### src/hw/rtl/pr3d_pkg.sv
// Shared types, constants and sine table for the 3D Euler point rotation unit.
package pr3d_pkg;

    localparam int CoefWidth  = 17;
    localparam int AngleWidth = 9;
    localparam int IndexWidth = 2;

    localparam logic [IndexWidth-1:0] REG_ANGLE_X = 2'd0;
    localparam logic [IndexWidth-1:0] REG_ANGLE_Y = 2'd1;
    localparam logic [IndexWidth-1:0] REG_ANGLE_Z = 2'd2;

    typedef logic signed [CoefWidth-1:0] t_coef_val;

    typedef struct packed {
        t_coef_val cx;
        t_coef_val sx;
        t_coef_val nsx;
        t_coef_val cy;
        t_coef_val sy;
        t_coef_val nsy;
        t_coef_val cz;
        t_coef_val sz;
        t_coef_val nsz;
    } t_coef;

    // quarter-wave sine, Q1.15, 32768 = 1.0
    localparam logic [15:0] SINE_Q15 [0:90] = '{
        16'd0,     16'd572,   16'd1144,  16'd1715,  16'd2286,
        16'd2856,  16'd3425,  16'd3993,  16'd4560,  16'd5126,
        16'd5690,  16'd6252,  16'd6813,  16'd7371,  16'd7927,
        16'd8481,  16'd9032,  16'd9580,  16'd10126, 16'd10668,
        16'd11207, 16'd11743, 16'd12275, 16'd12803, 16'd13328,
        16'd13848, 16'd14365, 16'd14876, 16'd15384, 16'd15886,
        16'd16384, 16'd16877, 16'd17364, 16'd17847, 16'd18324,
        16'd18795, 16'd19261, 16'd19720, 16'd20174, 16'd20622,
        16'd21063, 16'd21498, 16'd21926, 16'd22348, 16'd22763,
        16'd23170, 16'd23571, 16'd23965, 16'd24351, 16'd24730,
        16'd25102, 16'd25466, 16'd25822, 16'd26170, 16'd26510,
        16'd26842, 16'd27166, 16'd27482, 16'd27789, 16'd28088,
        16'd28378, 16'd28660, 16'd28932, 16'd29197, 16'd29452,
        16'd29698, 16'd29935, 16'd30163, 16'd30382, 16'd30592,
        16'd30792, 16'd30983, 16'd31164, 16'd31336, 16'd31499,
        16'd31651, 16'd31795, 16'd31928, 16'd32052, 16'd32166,
        16'd32270, 16'd32365, 16'd32449, 16'd32525, 16'd32589,
        16'd32643, 16'd32688, 16'd32723, 16'd32748, 16'd32763,
        16'd32768
    };

    function automatic logic [AngleWidth-1:0] mod360(input logic [AngleWidth-1:0] a);
        logic [AngleWidth-1:0] r;
        begin
            r = (a >= 9'd360) ? (a - 9'd360) : a;
            return r;
        end
    endfunction

    // a is already below 360
    function automatic t_coef_val sin_deg(input logic [AngleWidth-1:0] a);
        logic [AngleWidth-1:0] k;
        logic                  neg;
        t_coef_val             mag;
        begin
            if (a <= 9'd90) begin
                k   = a;
                neg = 1'b0;
            end else if (a <= 9'd180) begin
                k   = 9'd180 - a;
                neg = 1'b0;
            end else if (a <= 9'd270) begin
                k   = a - 9'd180;
                neg = 1'b1;
            end else begin
                k   = 9'd360 - a;
                neg = 1'b1;
            end
            mag = $signed({1'b0, SINE_Q15[k[6:0]]});
            return neg ? -mag : mag;
        end
    endfunction

    function automatic t_coef_val cos_deg(input logic [AngleWidth-1:0] a);
        logic [AngleWidth-1:0] s;
        begin
            s = mod360(a + 9'd90);
            return sin_deg(s);
        end
    endfunction

endpackage

### src/hw/rtl/pr3d_coef.sv
// Angle registers and registered sine/cosine coefficients.
module pr3d_coef import pr3d_pkg::*; (
    input  logic                  i_clk,
    input  logic                  i_rst_n,
    input  logic                  i_cfg_valid,
    output logic                  o_cfg_ready,
    input  logic [IndexWidth-1:0] i_cfg_index,
    input  logic [AngleWidth-1:0] i_cfg_data,
    output t_coef                 o_coef
);

    logic [AngleWidth-1:0] r_ang_x, r_ang_y, r_ang_z;
    logic [AngleWidth-1:0] ax, ay, az;
    t_coef                 r_coef, n_coef;

    assign o_cfg_ready = 1'b1;

    always_ff @(posedge i_clk) begin
        if (!i_rst_n) begin
            r_ang_x <= '0;
            r_ang_y <= '0;
            r_ang_z <= '0;
        end else if (i_cfg_valid) begin
            unique case (i_cfg_index)
                REG_ANGLE_X: r_ang_x <= i_cfg_data;
                REG_ANGLE_Y: r_ang_y <= i_cfg_data;
                REG_ANGLE_Z: r_ang_z <= i_cfg_data;
                default: ;
            endcase
        end
    end

    always_comb begin
        ax = mod360(r_ang_x);
        ay = mod360(r_ang_y);
        az = mod360(r_ang_z);
        n_coef.cx  = cos_deg(ax);
        n_coef.sx  = sin_deg(ax);
        n_coef.nsx = -sin_deg(ax);
        n_coef.cy  = cos_deg(ay);
        n_coef.sy  = sin_deg(ay);
        n_coef.nsy = -sin_deg(ay);
        n_coef.cz  = cos_deg(az);
        n_coef.sz  = sin_deg(az);
        n_coef.nsz = -sin_deg(az);
    end

    always_ff @(posedge i_clk) begin
        r_coef <= n_coef;
    end

    assign o_coef = r_coef;

endmodule

### config.mk
export PLATFORM = sky130hd
export DESIGN_NAME = pr3d_coef
export DESIGN_NICKNAME = d
export VERILOG_FILES = /design/src/hw/rtl/pr3d_pkg.sv /design/src/hw/rtl/pr3d_coef.sv
export SDC_FILE = /design/constraint.sdc
export NUM_CORES = 1
export LEC_CHECK = 0
export BUFFER_PORTS_ARGS = -buffer_cell sky130_fd_sc_hd__buf_2
export CELL_PAD_IN_SITES_DETAIL_PLACEMENT = 0
export CELL_PAD_IN_SITES_GLOBAL_PLACEMENT = 1
export CORE_MARGIN = 10
export CORE_UTILIZATION = 42
export CTS_CLUSTER_DIAMETER = 100
export DETAILED_ROUTE_END_ITERATION = 8
export PLACE_DENSITY = 0.78
export SETUP_SLACK_MARGIN = 0.2
export SLEW_MARGIN = 10
export SYNTH_ARGS = -nofsm -noshare
export SYNTH_HDL_FRONTEND = slang
export SYNTH_SLANG_ARGS = --single-unit
### constraint.sdc
create_clock -name i_clk -period 9.1 [get_ports i_clk]
set_input_delay 0 -clock i_clk [delete_from_list [all_inputs] [get_ports i_clk]]
set_output_delay 0 -clock i_clk [all_outputs]
set_load 0.005 [all_outputs]
==> Yosys cells after proc, flatten, opt, wreduce, memory -nomap -nowiden <==
Memory sizes are Yosys's and may differ from the RTL's.
Cells that the tools add are included.
{ "totals": {"regBits": 180, "rom_bits": 12288, "elab_cells": 153, "in_bits": 14, "output_inout_bits": 154, "mem_count": 6} }
{ "memory_table": {"columns": ["name", "words", "width", "rd", "rd_clocked_by_memory_dff", "write_ports", "line_no", "rtl"], "rows": [
  ["(no name shown)", 128, 16, 1, 0, 0, "pr3d_pkg.sv:76", "mag = $signed({1'b0, SINE_Q15[k[6:0]]});"],
  ["(no name shown)", 128, 16, 1, 0, 0, "pr3d_pkg.sv:76", null],
  ["(no name shown)", 128, 16, 1, 0, 0, "pr3d_pkg.sv:76", null],
  ["(no name shown)", 128, 16, 1, 0, 0, "pr3d_pkg.sv:76", null],
  ["(no name shown)", 128, 16, 1, 0, 0, "pr3d_pkg.sv:76", null],
  ["(no name shown)", 128, 16, 1, 0, 0, "pr3d_pkg.sv:76", null]
]} }
{ "classes": {"eq_ne": 2, "add_sub_neg": 36, "n_reduce_logical": 4, "n_mux": 54, "bitwise_logic": 6, "magnitude_cmp": 30} }
{ "ops": {"columns": ["operator", "count"], "rows": [
  ["16-bit two-way mux", 15],
  ["7-bit two-way mux", 18],
  ["16-bit negator with 17-bit output", 6],
  ["9-bit >= comparator, second input constant", 6],
  ["9-bit by 7-bit less-or-equal comparator with 1-bit output, second input constant", 6],
  ["9-bit by 8-bit less-or-equal comparator with 1-bit output, second input constant", 6],
  ["9-bit less-or-equal comparator, second input constant", 6],
  ["9-bit two-way mux", 6],
  ["9-bit subtractor, second input constant", 6],
  ["17-bit two-way mux", 3],
  ["17-bit negator", 3],
  ["8-bit >= comparator, second input constant", 6],
  ["7-bit inverter with 8-bit output", 6],
  ["6-bit by 7-bit subtractor with 7-bit output, first input constant", 6],
  ["7-bit by 6-bit subtractor with 7-bit output, second input constant", 6],
  ["7-bit subtractor, first input constant", 6],
  ["9-bit by 7-bit adder with 9-bit output, second input constant", 3],
  ["1-bit two-way mux", 12],
  ["2-bit AND reduction", 3],
  ["2-bit by 1-bit equality test with 1-bit output, second input constant", 1],
  ["2-bit equality test, second input constant", 1],
  ["2-bit zero test", 1]
]} }

==> Longest topological paths before layout <==
{ "depth": {"word_depth": 15, "mapped_depth": 43} }

==> Worst setup path before layout <==
Ideal clock, no wire load.
{ "synth_path": {"path_kind": "flip-flop to flip-flop", "startpoint": "register r_ang_y[3]", "endpoint": "register r_coef (netlist bit o_coef[99])", "t_arrival_ns": 8.480, "setup_time_ns": 0.127, "stages_incl_launch_ff": 41, "slack_ns": 0.493, "path_cell_list": "dfxtp_1 > clkbuf_1 > clkinv_1 > ha_1 > and3b_1 > o21ai_1 > a21oi_1 > or2_2 > buf_2 > ha_1 > and2_1 > clkbuf_1 > a21oi_1 > nor2_1 > ha_1 > inv_1 > o2111ai_1 > a2bb2oi_1 > [5 not listed] > a2111oi_0 > o22ai_1 > o211ai_1 > o211ai_1 > a21boi_0 > o21ai_1 > nand2_1 > clkinv_1 > clkbuf_1 > buf_2 > ha_1 > o32ai_1 > o2bb2ai_1 > o311ai_1 > nand3b_1 > nor4_2 > a41oi_1 > xor2_1"} }
{ "synth_rtl": {"columns": ["element", "line_no", "rtl"], "rows": [
  ["start, declared", "pr3d_coef.sv:12", "logic [AngleWidth-1:0] r_ang_x, r_ang_y, r_ang_z;"],
  ["start signal, assigned", "pr3d_coef.sv:26", "REG_ANGLE_Y: r_ang_y <= i_cfg_data;"],
  ["end signal, assigned", "pr3d_coef.sv:49", "r_coef <= n_coef;"],
  ["end, declared", "pr3d_coef.sv:14", "t_coef r_coef, n_coef;"]
]} }

==> flow_metrics.tcl <==
set metrics [dict create \
    drc 7 \
    routedWlPerCell_um 21.8 \
    clock.fmax_mhz 120 \
    synth_top_cell_by_area "dfxtp_1" \
    worstSkewPairLatency_ps 500 \
    grt-ovfl-total 0 \
    setup_viol 0 \
    grt_max_degree 47 \
    drt_iter0_markers 4199 \
    reg2reg_to "o_coef[99]" \
    gr-max-usage-layer "met2" \
    tightest_slew_ps 1170 \
    min_path_type "input pin to register" \
    drv_slew 0 \
    status "finished with violations" \
    min-delay-start "i_cfg_index[1]" \
    vias_per_cell 6.76 \
    hold_end "r_ang_x[0]" \
    clk_pin_slew_worst_paths_ps 80 \
    async_flop_share_pct 0 \
    cp-end-kind "register" \
    die_w_um 265 \
    synth_adder_area_share_pct 6.13 \
    p_per_area_nw_per_um2 176 \
    place.port_buffers 166 \
    hold_viol_final 0 \
    rows 89 \
    yosys-top-cells-area "dfxtp_1 (14%), ha_1 (5.9%), a21oi_1 (5.7%)" \
    peakVddDrop_mv 0.149 \
    grt_pass1_wl_um 151000 \
    grtUsageMet2_pct 39.1 \
    stdcell_count 4391 \
    syn_avg_cell_area_um2 7.06 \
    drt_pass1_iterations 9 \
    required_ps 9470 \
    use_met3_pct 4.46 \
    hold_depth 4 \
    synthesis.area_um2 25300 \
    clock-root-buffer "clkbuf_16" \
    dp.final_hpwl_um 69400 \
    synth_edf_count 0 \
    syn-num-nets 3716 \
    place_congestion 0.989 \
    die_h_um 265 \
    final_nets 3741 \
    synth-seq-cells 177 \
    r2r-start "r_ang_y[4]" \
    synthFlopType "dfxtp_1" \
    yosys.area_share.simple_pct 23.0 \
    fillers 6095 \
    rsz0062_at_grt "no" \
    ff2ff_setup_slack_ps 770 \
    relSlewSlack_pct 22.2 \
    synthDominantCellAreaShare_pct 14.0 \
    initial_core_util_pct 42.6 \
    place_inst 4342 \
    cap_violations 0 \
    reg2reg_depth 33 \
    htreeDepth 4 \
    synthXorXnorAreaFrac_pct 6.50 \
    synth_top_family_by_area "compound AO/OA/AOI/OAI gates" \
    wl_um 95700 \
    period_needed_ps 8330 \
    seq_area_frac_synth_pct 14.0 \
    violations "design-rule violations" \
    yosys_warnings 0 \
    num_antenna_cells 0 \
    clockBufferDepth 2 \
    layout-drive-gt1-share_pct 13.6 \
    cts_tree "yes" \
    ys_types 127 \
    synth-compound-area-share_pct 39.9 \
    vias 29700 \
    io_pins 168 \
    totalPowerFinal_w 0.00486 \
    finalSetupTns_ps 0 \
    slowest_stage "xnor2_2" \
    cp.arrival_ps 8700 \
    clock_skew_ps 20.1 \
    antenna_left 0 \
    path_class "register to register" \
    period_share_pct 91.5 \
    syn_inst 3580 \
    grt_antenna_before_repair 0 \
    area_delta_synth_final_pct 9.46 \
    cp-start-kind "register" \
    coreArea_um2 59400 \
    grt.met1_usage_pct 35.7 \
    numCtsBuffers 17 \
    cp_max_fo 26 \
    grt_usage_pct 25.6 \
    cp_slowest_stage_delay_ps 560 \
    path_buf_inv 4 \
    p_leak_nw 10.7 \
    cp_top_family "compound AO/OA/AOI/OAI gates" \
    muxShareOfSynthArea_pct 3.51 \
    clock_sink_count 177 \
    grt_pass1_vias 26900 \
    die-area_um2 70400 \
]
==> Yosys cell counts (all sizes together) (59+ instances only) <==
library cell and number:
nor3 166, a21oi 293, clkbuf 172, nor2 277, o211ai 100, mux2i 59, buf 129, nand3 115
dfxtp 177, ha 119, o21ai 250, inv 109, xnor2 125, a211oi 98, nand2 314, a31oi 77
==> area by class of cell <==
class                   instances  area [um^2]  share of cell area, %
clock inverters                15          163                  0.588
multi-input cells            2985        20200                   73.0
repair buffers                307         1930                   6.97
well taps                     773          967                   3.50
flip-flops and latches        177         3550                   12.8
clock buffers                  17          425                   1.54
inverters                     117          443                   1.60
==> where the power goes <==
group	internal (W)	total (W)	switching, W
clock	0.000368	0.000755	0.000388
sequential	0.00103	0.00111	0.0000762
combinational	0.00110	0.00299	0.00189
==> kinds of logic after synthesis <==
logic type,Yosys count
and+or+nand+nor,1179
muxes,80
other,1
DFF,177
buffers and inverters,418
adders and majority gates,122
AOI/OAI and AO/OA,1426
xor gates and xnor gates,177
==> worst min-delay path, cell delays in order <==
cell and delay, ps:
buf_2 150, nor3b_2 160, a21oi_1 170, nor2b_1 50
==> per-stage QoR <==
step	utilization, %	hold WS (ps)	instance area [um^2]	worst slack (ps)
global route	46.6	97.5	27700	174
floorplan	-	128	25300	493
finish	46.6	94.9	27700	769
detailed placement	45.1	368	26800	354
global placement	45.1	361	26800	367
CTS	46.3	50.9	27500	334
==> registers in the layout, summed over array words and instances (netlist names) <==
register and flops:
o_coef 150, r_ang_y 9, r_ang_z 9, r_ang_x 9
==> per-layer routing <==
layer | vias up | routed length [um]
met2 | 1741 | 42300
met1 | 13900 | 41400
met3 | 262 | 9190
met5 | - | 0
li1 | 13800 | -
met4 | 0 | 2750
==> what timing repair did <==
item,in CTS,in global routing
hold endpoints to repair,27,0
buffers inserted,0,6
endpoints found under the setup margin,0,32
hold buffers,11,0
gates resized for setup,0,32
==> cell usage in the layout (no fill, tap or decap), types with 17 or more instances in the layout <==
master and n:
o2111ai_1 20, o311ai_0 22, a21oi_1 289, o21ai_0 230
nand3_1 115, and3_1 28, a22oi_1 23, xnor2_1 120
nor2_1 263, o211ai_1 95, inv_1 102, xor2_1 48
o21a_1 34, nor3_1 159, a311oi_1 43, o31ai_1 36
nor4_1 30, a211o_1 37, mux2i_1 57, o221ai_1 30
buf_4 129, a31o_2 17, nor2b_1 35, clkbuf_16 17
nand4_1 32, nand2_1 312, and2_1 26, mux2_2 17
a221oi_1 27, o21ai_1 18, a31oi_1 74, o211a_1 17
buf_2 166, or2_2 18, a21o_1 41, dfxtp_1 175
ha_1 115, a211oi_1 95, or3_1 36, o22ai_1 26
==> worst max-delay path by stage <==
stage,startpoint,end,slack (ps),depth (start not counted)
finish,r_ang_y[4],o_coef[99],770,33
global route,r_ang_z[6],o_coef[49],170,35
CTS,r_ang_x[3],o_coef[150],330,33
detailed placement,r_ang_x[3],o_coef[150],350,33
global placement,r_ang_x[3],o_coef[150],370,33
floorplan,r_ang_y[3],o_coef[99],490,40
No activity file was read; power rests on OpenSTA's default activity.
